`config.mk`:
```
export PLATFORM = sky130hd
export DESIGN_NAME = peer_presence_aging_table
export DESIGN_NICKNAME = d
export VERILOG_FILES = /design/src/design/ppat_pkg.sv /design/src/design/ppat_ctrl.sv /design/src/design/ppat_datapath.sv /design/src/design/peer_presence_aging_table.sv
export SDC_FILE = /design/constraint.sdc
export NUM_CORES = 1
export LEC_CHECK = 0
export BUFFER_PORTS_ARGS = -buffer_cell sky130_fd_sc_hd__buf_2
export CAP_MARGIN = 15
export CORE_MARGIN = 2
export CORE_UTILIZATION = 62
export DETAILED_ROUTE_END_ITERATION = 12
export PLACE_DENSITY = 0.91
export SKIP_CTS_REPAIR_TIMING = 1
export SYNTH_ARGS = -nofsm -noshare
export SYNTH_HDL_FRONTEND = slang
export SYNTH_SLANG_ARGS = --single-unit
```
`constraint.sdc`:
```
create_clock -name clk -period 6 [get_ports clk]
set_input_delay 0.6 -clock clk [delete_from_list [all_inputs] [get_ports clk]]
set_output_delay 0.6 -clock clk [all_outputs]
set_load 0.03 [all_outputs]
```
`src/design/ppat_pkg.sv`:
```
// Shared types, field widths, codes and reset values for the peer presence aging table.
// No dependencies; imported by every module of the block.
`timescale 1ns / 1ps

package ppat_pkg;

    localparam int TABLE_DEPTH_DEF = 12;

    // input word layout
    localparam int PEER_W     = 8;
    localparam int TIME_W     = 32;
    localparam int S_TDATA_W  = 40;
    localparam int S_TUSER_W  = 1;

    // result word layout
    localparam int HB_W       = 2;
    localparam int COUNT_W    = 7;
    localparam int OUT_USED_W = HB_W + COUNT_W + 1 + COUNT_W;
    localparam int M_TDATA_W  = 24;

    // configuration port
    localparam int CFG_IDX_W  = 2;
    localparam int CFG_DATA_W = 32;

    localparam logic [CFG_IDX_W-1:0] CFG_EXPIRE_TIMEOUT = 2'd0;
    localparam logic [CFG_IDX_W-1:0] CFG_GROUP_WINDOW   = 2'd1;
    localparam logic [CFG_IDX_W-1:0] CFG_GROUP_MIN_SEEN = 2'd2;

    localparam logic [TIME_W-1:0]  EXPIRE_TIMEOUT_RST = 32'd15000;
    localparam logic [TIME_W-1:0]  GROUP_WINDOW_RST   = 32'd10000;
    localparam logic [COUNT_W-1:0] GROUP_MIN_SEEN_RST = 7'd2;

    // heartbeat status codes
    localparam logic [HB_W-1:0] ST_REFRESHED = 2'd0;
    localparam logic [HB_W-1:0] ST_INSERTED  = 2'd1;
    localparam logic [HB_W-1:0] ST_DROPPED   = 2'd2;
    localparam logic [HB_W-1:0] ST_NONE      = 2'd3;

    // controller to datapath
    typedef struct packed {
        logic capture;
        logic scan;
        logic commit;
        logic load_out;
    } dp_cmd_t;

    // datapath to controller
    typedef struct packed {
        logic scan_done;
        logic out_free;
    } dp_status_t;

endpackage

```
`src/design/ppat_ctrl.sv`:
```
// Sequencer for the peer presence aging table: accept, scan, commit, deliver.
// Depends on ppat_pkg for the command and status structs.
`timescale 1ns / 1ps

module ppat_ctrl
    import ppat_pkg::*;
(
    input  logic       clk,
    input  logic       rst_n,
    input  logic       s_tvalid,
    output logic       s_tready,
    input  dp_status_t status,
    output dp_cmd_t    cmd
);

    localparam logic [1:0] S_IDLE   = 2'd0;
    localparam logic [1:0] S_SCAN   = 2'd1;
    localparam logic [1:0] S_COMMIT = 2'd2;
    localparam logic [1:0] S_RESULT = 2'd3;

    logic [1:0] state_reg;
    logic [1:0] state_next;

    assign s_tready = (state_reg == S_IDLE);

    always_comb
    begin
        state_next   = state_reg;
        cmd.capture  = 1'b0;
        cmd.scan     = 1'b0;
        cmd.commit   = 1'b0;
        cmd.load_out = 1'b0;
        unique case (state_reg)
            S_IDLE:
            begin
                if (s_tvalid)
                begin
                    cmd.capture = 1'b1;
                    state_next  = S_SCAN;
                end
            end
            S_SCAN:
            begin
                cmd.scan = 1'b1;
                if (status.scan_done)
                begin
                    state_next = S_COMMIT;
                end
            end
            S_COMMIT:
            begin
                cmd.commit = 1'b1;
                state_next = S_RESULT;
            end
            S_RESULT:
            begin
                if (status.out_free)
                begin
                    cmd.load_out = 1'b1;
                    state_next   = S_IDLE;
                end
            end
            default:
            begin
                state_next = S_IDLE;
            end
        endcase
    end

    always_ff @(posedge clk or negedge rst_n)
    begin
        if (!rst_n)
        begin
            state_reg <= S_IDLE;
        end
        else
        begin
            state_reg <= state_next;
        end
    end

endmodule

```
`src/design/ppat_datapath.sv`:
```
// Datapath of the peer presence aging table: entry memory, valid bits, scan pipeline,
// configuration registers and result register. Depends on ppat_pkg.
`timescale 1ns / 1ps

module ppat_datapath
    import ppat_pkg::*;
#(
    parameter int TABLE_DEPTH = TABLE_DEPTH_DEF
)
(
    input  logic                  clk,
    input  logic                  rst_n,
    input  dp_cmd_t               cmd,
    output dp_status_t            status,
    input  logic [S_TDATA_W-1:0]  s_tdata,
    input  logic [S_TUSER_W-1:0]  s_tuser,
    input  logic                  cfg_valid,
    input  logic [CFG_IDX_W-1:0]  cfg_index,
    input  logic [CFG_DATA_W-1:0] cfg_data,
    output logic                  m_tvalid,
    input  logic                  m_tready,
    output logic [M_TDATA_W-1:0]  m_tdata
);

    localparam int IDX_W = (TABLE_DEPTH > 1) ? $clog2(TABLE_DEPTH) : 1;
    localparam int CNT_W = $clog2(TABLE_DEPTH + 1);
    localparam logic [CNT_W-1:0] LAST_CNT = CNT_W'(TABLE_DEPTH);

    // entry memory; a slot whose valid bit is low reads as free
    logic [PEER_W-1:0] id_mem   [0:TABLE_DEPTH-1];
    logic [TIME_W-1:0] seen_mem [0:TABLE_DEPTH-1];
    logic [TABLE_DEPTH-1:0] valid_reg;

    logic [TIME_W-1:0]  expire_reg;
    logic [TIME_W-1:0]  window_reg;
    logic [COUNT_W-1:0] min_seen_reg;

    logic              tick_reg;
    logic [PEER_W-1:0] peer_reg;
    logic [TIME_W-1:0] now_reg;

    logic [CNT_W-1:0]  cnt_reg;
    logic              eval_pend_reg;
    logic [IDX_W-1:0]  eval_idx_reg;
    logic [PEER_W-1:0] rd_id_reg;
    logic [TIME_W-1:0] rd_seen_reg;

    logic             match_found_reg;
    logic [IDX_W-1:0] match_idx_reg;
    logic             free_found_reg;
    logic [IDX_W-1:0] free_idx_reg;
    logic [CNT_W-1:0] seen_cnt_reg;
    logic [CNT_W-1:0] exp_cnt_reg;

    logic                 out_valid_reg;
    logic [M_TDATA_W-1:0] out_data_reg;

    logic              rd_issue;
    logic [IDX_W-1:0]  rd_addr;
    logic [TIME_W-1:0] age;
    logic              entry_live;
    logic              age_over;
    logic              eval_hit;
    logic              eval_free;
    logic              eval_expire;
    logic              eval_seen;
    logic              wr_en;
    logic [IDX_W-1:0]  wr_idx;
    logic [HB_W-1:0]   hb_status;
    logic [COUNT_W-1:0] seen_out;
    logic [COUNT_W-1:0] exp_out;
    logic              group_present;

    assign rd_issue = cmd.scan && (cnt_reg != LAST_CNT);
    assign rd_addr  = cnt_reg[IDX_W-1:0];

    assign age        = now_reg - rd_seen_reg;
    assign entry_live = valid_reg[eval_idx_reg];
    assign age_over   = (age > expire_reg);

    assign eval_hit    = eval_pend_reg && !tick_reg && entry_live && (rd_id_reg == peer_reg);
    assign eval_free   = eval_pend_reg && !tick_reg && !entry_live;
    assign eval_expire = eval_pend_reg && tick_reg && entry_live && age_over;
    assign eval_seen   = eval_pend_reg && tick_reg && entry_live && !age_over
                         && (age <= window_reg);

    assign wr_en  = cmd.commit && !tick_reg && (peer_reg != '0)
                    && (match_found_reg || free_found_reg);
    assign wr_idx = match_found_reg ? match_idx_reg : free_idx_reg;

    assign seen_out      = tick_reg ? COUNT_W'(seen_cnt_reg) : '0;
    assign exp_out       = tick_reg ? COUNT_W'(exp_cnt_reg) : '0;
    assign group_present = tick_reg && (seen_out >= min_seen_reg);

    always_comb
    begin
        priority if (tick_reg || (peer_reg == '0))
        begin
            hb_status = ST_NONE;
        end
        else if (match_found_reg)
        begin
            hb_status = ST_REFRESHED;
        end
        else if (free_found_reg)
        begin
            hb_status = ST_INSERTED;
        end
        else
        begin
            hb_status = ST_DROPPED;
        end
    end

    assign status.scan_done = (cnt_reg == LAST_CNT) && !eval_pend_reg;
    assign status.out_free  = !out_valid_reg || m_tready;

    assign m_tvalid = out_valid_reg;
    assign m_tdata  = out_data_reg;

    // memory: one write port, one registered read port
    always_ff @(posedge clk)
    begin
        if (wr_en)
        begin
            id_mem[wr_idx]   <= peer_reg;
            seen_mem[wr_idx] <= now_reg;
        end
        if (rd_issue)
        begin
            rd_id_reg   <= id_mem[rd_addr];
            rd_seen_reg <= seen_mem[rd_addr];
        end
    end

    // payload registers
    always_ff @(posedge clk)
    begin
        if (cmd.capture)
        begin
            tick_reg <= s_tuser[0];
            peer_reg <= s_tdata[PEER_W-1:0];
            now_reg  <= s_tdata[PEER_W +: TIME_W];
        end
        eval_idx_reg <= rd_addr;
        if (eval_hit && !match_found_reg)
        begin
            match_idx_reg <= eval_idx_reg;
        end
        if (eval_free && !free_found_reg)
        begin
            free_idx_reg <= eval_idx_reg;
        end
        if (cmd.load_out)
        begin
            out_data_reg <= {{(M_TDATA_W - OUT_USED_W){1'b0}},
                             exp_out, group_present, seen_out, hb_status};
        end
    end

    // control registers
    always_ff @(posedge clk or negedge rst_n)
    begin
        if (!rst_n)
        begin
            valid_reg       <= '0;
            expire_reg      <= EXPIRE_TIMEOUT_RST;
            window_reg      <= GROUP_WINDOW_RST;
            min_seen_reg    <= GROUP_MIN_SEEN_RST;
            cnt_reg         <= '0;
            eval_pend_reg   <= 1'b0;
            match_found_reg <= 1'b0;
            free_found_reg  <= 1'b0;
            seen_cnt_reg    <= '0;
            exp_cnt_reg     <= '0;
            out_valid_reg   <= 1'b0;
        end
        else
        begin
            if (cfg_valid)
            begin
                unique case (cfg_index)
                    CFG_EXPIRE_TIMEOUT: expire_reg   <= cfg_data;
                    CFG_GROUP_WINDOW:   window_reg   <= cfg_data;
                    CFG_GROUP_MIN_SEEN: min_seen_reg <= cfg_data[COUNT_W-1:0];
                    default:            ;
                endcase
            end

            if (cmd.capture)
            begin
                cnt_reg         <= '0;
                eval_pend_reg   <= 1'b0;
                match_found_reg <= 1'b0;
                free_found_reg  <= 1'b0;
                seen_cnt_reg    <= '0;
                exp_cnt_reg     <= '0;
            end
            else
            begin
                eval_pend_reg <= rd_issue;
                if (rd_issue)
                begin
                    cnt_reg <= cnt_reg + 1'b1;
                end
                if (eval_hit)
                begin
                    match_found_reg <= 1'b1;
                end
                if (eval_free)
                begin
                    free_found_reg <= 1'b1;
                end
                if (eval_expire)
                begin
                    exp_cnt_reg <= exp_cnt_reg + 1'b1;
                end
                if (eval_seen)
                begin
                    seen_cnt_reg <= seen_cnt_reg + 1'b1;
                end
            end

            // drop aged entries during a tick scan, claim a slot at heartbeat commit
            if (eval_expire)
            begin
                valid_reg[eval_idx_reg] <= 1'b0;
            end
            if (wr_en)
            begin
                valid_reg[wr_idx] <= 1'b1;
            end

            if (cmd.load_out)
            begin
                out_valid_reg <= 1'b1;
            end
            else if (m_tready)
            begin
                out_valid_reg <= 1'b0;
            end
        end
    end

endmodule

```
`src/design/peer_presence_aging_table.sv`:
```
// Peer presence aging table: each input word walks the entry memory read port one entry
// per cycle, then commits and loads the result word. A new input word is not taken until
// the previous one has been through the scan, commit and result hand-off states.
// The next input word is taken while a finished result still waits on the master side.
// Reset (rst_n, asynchronous, active low) marks every entry free through its valid bit
// and loads the configuration defaults; no clearing pass is needed.
`timescale 1ns / 1ps

module peer_presence_aging_table
    import ppat_pkg::*;
#(
    parameter int TABLE_DEPTH = TABLE_DEPTH_DEF
)
(
    input  logic                  clk,
    input  logic                  rst_n,
    // input word
    input  logic                  s_tvalid,
    output logic                  s_tready,
    input  logic [S_TDATA_W-1:0]  s_tdata,   // [7:0] peer_id, [39:8] now_ms
    input  logic [S_TUSER_W-1:0]  s_tuser,   // [0] command: 0 heartbeat, 1 tick
    // result word
    output logic                  m_tvalid,
    input  logic                  m_tready,
    output logic [M_TDATA_W-1:0]  m_tdata,   // [1:0] hb_status, [8:2] seen_count,
                                             // [9] group_present, [16:10] expired_count,
                                             // [23:17] zero
    // register writes
    input  logic                  cfg_valid,
    output logic                  cfg_ready,
    input  logic [CFG_IDX_W-1:0]  cfg_index, // 0 timeout, 1 window, 2 minimum seen
    input  logic [CFG_DATA_W-1:0] cfg_data
);

    dp_cmd_t    cmd;
    dp_status_t status;

    // registers accept a write in any cycle
    assign cfg_ready = 1'b1;

    // controller: idle, scan the table, commit the heartbeat, hand off the result
    ppat_ctrl u_ctrl
    (
        .clk      (clk),
        .rst_n    (rst_n),
        .s_tvalid (s_tvalid),
        .s_tready (s_tready),
        .status   (status),
        .cmd      (cmd)
    );

    // datapath: entry memory, valid bits, age compares, counters and result register
    ppat_datapath #(
        .TABLE_DEPTH (TABLE_DEPTH)
    ) u_datapath
    (
        .clk       (clk),
        .rst_n     (rst_n),
        .cmd       (cmd),
        .status    (status),
        .s_tdata   (s_tdata),
        .s_tuser   (s_tuser),
        .cfg_valid (cfg_valid),
        .cfg_index (cfg_index),
        .cfg_data  (cfg_data),
        .m_tvalid  (m_tvalid),
        .m_tready  (m_tready),
        .m_tdata   (m_tdata)
    );

endmodule

```
# Yosys cells after proc, flatten, opt, wreduce, memory -nomap -nowiden
# Memory sizes are Yosys's and may differ from the RTL's. A register that Yosys moved wholly into a read port is not among the register bits.
# Cells that the tools add are included.
# Widths: inputs -> output; s select.
totals:
  ff_bits: 171
  ram_bits: 480
  inputBits: 80
  output_inout_bits: 27
  n_memories: 2
classes:
  addsub: 4
  magnitude_cmp: 7
  eq_ne: 11
  mux: 37
  bitwise: 3
  n_reduce_logical: 43
memory_table:
  columns: ["memory", "words", "word_bits", "read_ports", "rd_clocked_by_memory_dff", "write_ports", "line_no", "text"]
  rows:
  - ["u_datapath.seen_mem", 12, 32, 1, 1, 1, "ppat_datapath.sv:31", "logic [TIME_W-1:0] seen_mem [0:TABLE_DEPTH-1];"]
  - ["u_datapath.id_mem", 12, 8, 1, 1, 1, "ppat_datapath.sv:30", "logic [PEER_W-1:0] id_mem [0:TABLE_DEPTH-1];"]
op_table:
  columns: ["cell", "n"]
  rows:
  - ["$gt 32x32->1", 1]
  - ["$le 32x32->1", 1]
  - ["$mux 4", 8]
  - ["$sub 32x32->32", 1]
  - ["$mux 12", 2]
  - ["$logic_and 1x1->1", 19]
  - ["$mux 1", 18]
  - ["$add 4x1->4 const B", 3]
  - ["$and 12x12->12", 1]
  - ["$not 12->12", 1]
  - ["$or 12x12->12", 1]
  - ["$reduce_bool 2->1", 6]
  - ["$lt 4x5->1 const B", 2]
  - ["$mux 2", 5]
  - ["$demux 1 s4", 2]
  - ["$eq 8x8->1", 1]
  - ["$ge 4x1->1 const B", 2]
  - ["$logic_not 8->1", 1]
  - ["$pmux 2 s4", 1]
  - ["$reduce_bool 8->1", 1]
  - ["$ge 7x7->1", 1]
  - ["$logic_not 1->1", 7]
  - ["$eq 2x2->1 const B", 3]
  - ["$ne 2x2->1 const B", 3]
  - ["other kinds (8)", 14]

# Longest topological paths before layout
logic_depth:
  ltp_word: 9
  mapped_depth: 22

# Modules after synthesis
# A second synthesis with hierarchy kept.
hier_totals:
  cells_unflattened: 1750
  area_unflattened_um2: 29011.6
modules_own_cells:
  columns: ["mod", "instances", "cells_each", "area_per_inst_um2"]
  rows:
  - ["ppat_datapath", 1, 1731, 28832.7]
  - ["ppat_ctrl", 1, 17, 167.7]
  - ["peer_presence_aging_table", 1, 2, 11.3]

# Worst setup path before layout
# No wires, ideal clock.
synth_path:
  kind: "register -> register"
  startpoint: "register u_datapath.cnt_reg[0]"
  endpoint: "register u_ctrl.state_reg[0]"
  setup_time_ps: 154
  arrival_ps: 4683
  setup_slack_ps: 1163
  stages_incl_launch_ff: 10
  path_buffers: 3
  synth_period_minus_slack_ps: 4837
  path_cell_list: "dfrtp_1 -> clkbuf_1 -> buf_1 -> buf_1 -> inv_1 -> ha_1 -> a31oi_1 -> a2111oi_0 -> o21ai_0 -> o21ai_0"
synth_between:
  elab_chain_len: 4
synth_rtl:
  columns: ["item", "line_no", "text"]
  rows:
  - ["from (decl)", "ppat_datapath.sv:42", "logic [CNT_W-1:0] cnt_reg;"]
  - ["from (signal assigned)", "ppat_datapath.sv:204", "cnt_reg <= cnt_reg + 1'b1;"]
  - ["$eq 4x4->1", "ppat_datapath.sv:115", "assign status.scan_done = (cnt_reg == LAST_CNT) && !eval_pend_reg;"]
  - ["$logic_and 1x1->1", "ppat_datapath.sv:115", null]
  - ["$ne 2x2->1 (no line)", null, null]
  - ["$reduce_and 3->1 (no line)", null, null]
  - ["to (signal assigned)", "ppat_ctrl.sv:78", "state_reg <= state_next;"]
  - ["to (decl)", "ppat_ctrl.sv:21", "logic [1:0] state_reg;"]
# No other way between the ends.
# A chain may end at the register's enable or synchronous reset.

# Worst setup path after layout
layout_path:
  startpoint: "register u_datapath.now_reg[2]"
  endpoint: "register u_datapath.valid_reg[9]"
layout_between:
  elab_chain_len: 6
layout_rtl:
  columns: ["item", "line_no", "text"]
  rows:
  - ["from (decl)", "ppat_datapath.sv:40", "logic [TIME_W-1:0] now_reg;"]
  - ["from (signal assigned)", "ppat_datapath.sv:143", "now_reg <= s_tdata[PEER_W +: TIME_W];"]
  - ["$sub 32x32->32 *", "ppat_datapath.sv:77", "assign age = now_reg - rd_seen_reg;"]
  - ["$gt 32x32->1 *", "ppat_datapath.sv:79", "assign age_over = (age > expire_reg);"]
  - ["$logic_and 1x1->1 *", "ppat_datapath.sv:83", "assign eval_expire = eval_pend_reg && tick_reg && entry_live && age_over;"]
  - ["$mux 12 *", "ppat_datapath.sv:225", "if (eval_expire)"]
  - ["$or 12x12->12 (no line)", null, null]
  - ["$mux 12 *", "ppat_datapath.sv:229", "if (wr_en)"]
  - ["to (signal assigned)", "ppat_datapath.sv:166", "valid_reg <= '0;"]
  - ["to (signal, indexed assignment)", "ppat_datapath.sv:227", "valid_reg[eval_idx_reg] <= 1'b0;"]
  - ["to (signal, indexed assignment)", "ppat_datapath.sv:231", "valid_reg[wr_idx] <= 1'b1;"]
  - ["to (decl)", "ppat_datapath.sv:32", "logic [TABLE_DEPTH-1:0] valid_reg;"]
# Every way passes the cells marked *; elsewhere a longest branch is shown, timed or not.

==> out/metrics.csv <==
stage,metric,value,unit
detailed_routing,DRT Pass-1 Iters,8,
pwr,pwr dens,484,mW/mm2
run,max_cap viols,0,
place,dpl cell area,0.0302,mm2
timing,Tcrit/Tclk final,0.945,
timing,setup ws final,0.328,ns
floorplanning,die height,220,um
place,Post-Place Worst Slack,0.563,ns
grt,gr ovfl total,0,
finish,Fill cells,2658,
synthesis,ys flop type,edfxtp_1,
finish,fin area,0.0326,mm2
timing,clock skew,0.0314,ns
synthesis,Mapped Cells,1765,
finish,NumNets Final,2077,
grt,GRT Total Usage,0.308,
min_path,Worst Hold Class,input port to register,
clock_tree,CTS Root Cell,clkbuf_16,
detailed_routing,DR DRC count,0,
floorplanning,area of the die,0.0486,mm2
pwr,P_sw,0.00528,W
synthesis,synth unique cells,64,
pwr,Leak Pwr,11.9,nW
timing,unrepaired setup endpoints after global routing,no,
timing,Worst-Margin Slew,1.16,ns
pwr,internal power,0.0105,W
timing,Fmax,176,MHz
synthesis,Synth Area per Inst,16.4,um2
place,routability cong.,0.930,
timing,"Slew Viols, Final",0,
detailed_routing,ANT nets after route,0,
floorplanning,# IOs,107,
pwr,Comb power frac,0.323,
synthesis,"Seq/Total Area, Yosys",0.690,
pwr,clock power share,0.278,
finish,biggest regs,"u_datapath.seen_mem x384, u_datapath.id_mem x96",
synthesis,fraction of registers with async set/reset,0.147,
grt,vias in the first global route,17689,
timing,Setup TNS Final,0,ns
detailed_routing,DRT Wirelength,73300,um
place,PortBufs,92,
clock_tree,Max Buffers Root-to-Sink,3,
finish,share of layout cells above drive strength 1,0.215,
detailed_routing,initial drt markers,2391,
detailed_routing,via count,17276,
clock_tree,CTS tree,built,
timing,Hold Slack,0.167,ns
timing,final setup fails,0,
synthesis,Mapped Area,0.0290,mm2
synthesis,"Warnings, synthesis",0,
detailed_routing,vias per cell,6.77,
finish,Diodes inserted,0,
timing,final hold vios,0,
setup_path,Critical Path Start Type,register,
pwr,sw frac,0.335,
setup_path,Critical Path RT,6.48,ns
clock_tree,Clock Pin Slew Worst Setup and Hold Paths,0.07,ns
floorplanning,core area,0.0464,mm2
floorplanning,Cell Rows,79,
setup_path,CP Class,register to register,
floorplanning,initial cell density of the core,0.626,
setup_path,Setup crit end kind,register,
pwr,peak supply drop,0.418,mV
clock_tree,"Clk Latency, worst-skew pair",0.60,ns
grt,initial antenna violation count,1,
pwr,sequential share of power,0.399,
setup_path,CP arrival,6.15,ns
clock_tree,clk sinks,685,
synthesis,"EDFF count, synth",580,
finish,max FFs per register,384,
clock_tree,total number of H-tree levels,3,
timing,relative slew slack,0.228,
setup_path,"critical path fanouts, max",14,
floorplanning,Die W,220,um
finish,area grow syn2layout,12.2,%
grt,pin count of the biggest net entering global routing,113,
grt,first-pass GRT wire length,108000,um
timing,crit path time final,5.67,ns
detailed_routing,WL/cell,28.7,um
pwr,Final Total Pwr,0.0158,W
place,Final HPWL DP,39700,um
run_status,outcome,completed,
clock_tree,CTS buffer count,68,
synthesis,Synth Register Bits,685,
finish,largest register by flop count,u_datapath.seen_mem,
## per-stage QoR
step,std cells,util
CTS,2549,0.702
global route,2552,0.703
detailed placement,2423,0.653
global placement,2423,0.653
floorplan,1777,-
finish,2552,0.703
## power by group through the flow
stage                     Combinational (W)  Sequential [W]  Clock [W]
after global routing                0.00551         0.00632    0.00459
after floorplan                     0.00366         0.00615          0
after detailed placement            0.00483         0.00635          0
after global placement              0.00459         0.00629          0
final                               0.00510         0.00629    0.00438
after CTS                           0.00502         0.00627    0.00441
## layout make-up
| class | count | area, um2 | area share |
|---|---|---|---|
| timing repair buffer | 117 | 683 | 0.0210 |
| tap | 607 | 759 | 0.0233 |
| inverter | 128 | 480 | 0.0148 |
| multi-input combinational | 889 | 8320 | 0.255 |
| clock inverter | 39 | 398 | 0.0122 |
| clock buffer | 87 | 1880 | 0.0578 |
| sequential | 685 | 20100 | 0.616 |
## per-layer routing
| layer | vias up | wire (um) | global-route usage |
|---|---|---|---|
| li1 | 7010 | - | - |
| met2 | 1399 | 36000 | 0.502 |
| met3 | 286 | 7880 | 0.0630 |
| met4 | 2 | 3630 | 0.162 |
| met1 | 8579 | 25800 | 0.396 |
| met5 | - | 9 | 0 |
## critical path, cell delays in order (launching register included)
cell and delay, ns:
edfxtp_1 0.57, ha_1 0.47, nand2_1 0.12, o21ai_0 0.61, a211oi_1 0.24, nor3_1 0.21, o21ai_0 0.11, a21boi_0 0.42
nor2_1 0.15, ha_1 0.33, and4_1 0.24, nand4_1 0.13, nor3_1 0.29, a22oi_1 0.14, a31oi_1 0.23, o21a_1 0.45
nand2_1 0.38, o32a_1 0.45
## synth_stat cells (all sizes together), types with 5 or more instances
| cell type | number | area share |
|---|---|---|
| nand2 | 113 | 0.015 |
| edfxtp | 580 | 0.60 |
| nor2 | 54 | 0.0070 |
| nor4 | 6 | 0.0013 |
| ha | 107 | 0.046 |
| and2 | 11 | 0.0024 |
| mux2i | 42 | 0.014 |
| a31oi | 7 | 0.0015 |
| o211ai | 6 | 0.0016 |
| buf | 36 | 0.0070 |
| nand4 | 13 | 0.0028 |
| xnor2 | 27 | 0.0081 |
| xor2 | 11 | 0.0033 |
| a21o | 31 | 0.0080 |
| nand3 | 22 | 0.0038 |
| mux2 | 40 | 0.016 |
| nor2b | 5 | 0.0011 |
| dfrtp | 88 | 0.076 |
| mux4 | 123 | 0.095 |
| nand2b | 12 | 0.0026 |
| and4 | 5 | 0.0015 |
| o21ai | 103 | 0.018 |
| dfstp | 13 | 0.012 |
| a21oi | 56 | 0.0097 |
| o32a | 13 | 0.0045 |
| nor3 | 11 | 0.0019 |
| inv | 128 | 0.017 |
| clkbuf | 39 | 0.0050 |
## cell families after synthesis
kind of cell,Yosys count,synth area share
AO/OA/AOI/OAI,255,0.0541
XOR/XNOR,38,0.0115
adder cells (fa/ha/maj),108,0.0468
buffers and inverters,203,0.0286
flip-flops,685,0.690
multiplexers,205,0.125
other,2,0.000259
AND/OR/NAND/NOR,269,0.0431
## worst paths after layout
check	start	endpoint	slack, ns	cells past startpoint
max in group asynchronous	rst_n	u_datapath.window_reg[14]	4.27	3
max reg2reg	u_datapath.now_reg[2]	u_datapath.valid_reg[9]	0.33	17
min reg2reg	u_datapath.window_reg[11]	u_datapath.window_reg[11]	0.51	1
max	u_datapath.now_reg[2]	u_datapath.valid_reg[9]	0.33	17
min in group asynchronous	rst_n	u_datapath.seen_cnt_reg[1]	0.48	2
min	s_tuser	u_datapath.tick_reg	0.17	1
## placed cells by master, fill, tap and decap left out, drive strengths merged, types with 4 or more instances in the layout
cell type,Yosys,final
xor2,11,11
nand2,113,113
nor3,11,11
o211ai,6,6
a21oi,56,56
a21o,31,31
o21ai,103,103
o21bai,4,4
nand3,22,22
o21a,4,4
nand4,13,13
dfrtp,88,88
and4,5,5
nor4,6,6
nand2b,12,12
xnor2,27,27
o32a,13,13
nor2b,5,5
a31oi,7,7
conb,2,14
mux2i,42,42
nor2,54,54
a211o,4,4
and2,11,11
clkinvlp,0,4
bufinv,0,7
buf,36,116
clkinv,0,26
dfxtp,4,4
o31ai,4,4
mux2,40,40
dfstp,13,13
inv,128,130
mux4,123,123
ha,107,107
clkbuf,39,87
edfxtp,580,580
(Power assumes the default switching activity.)
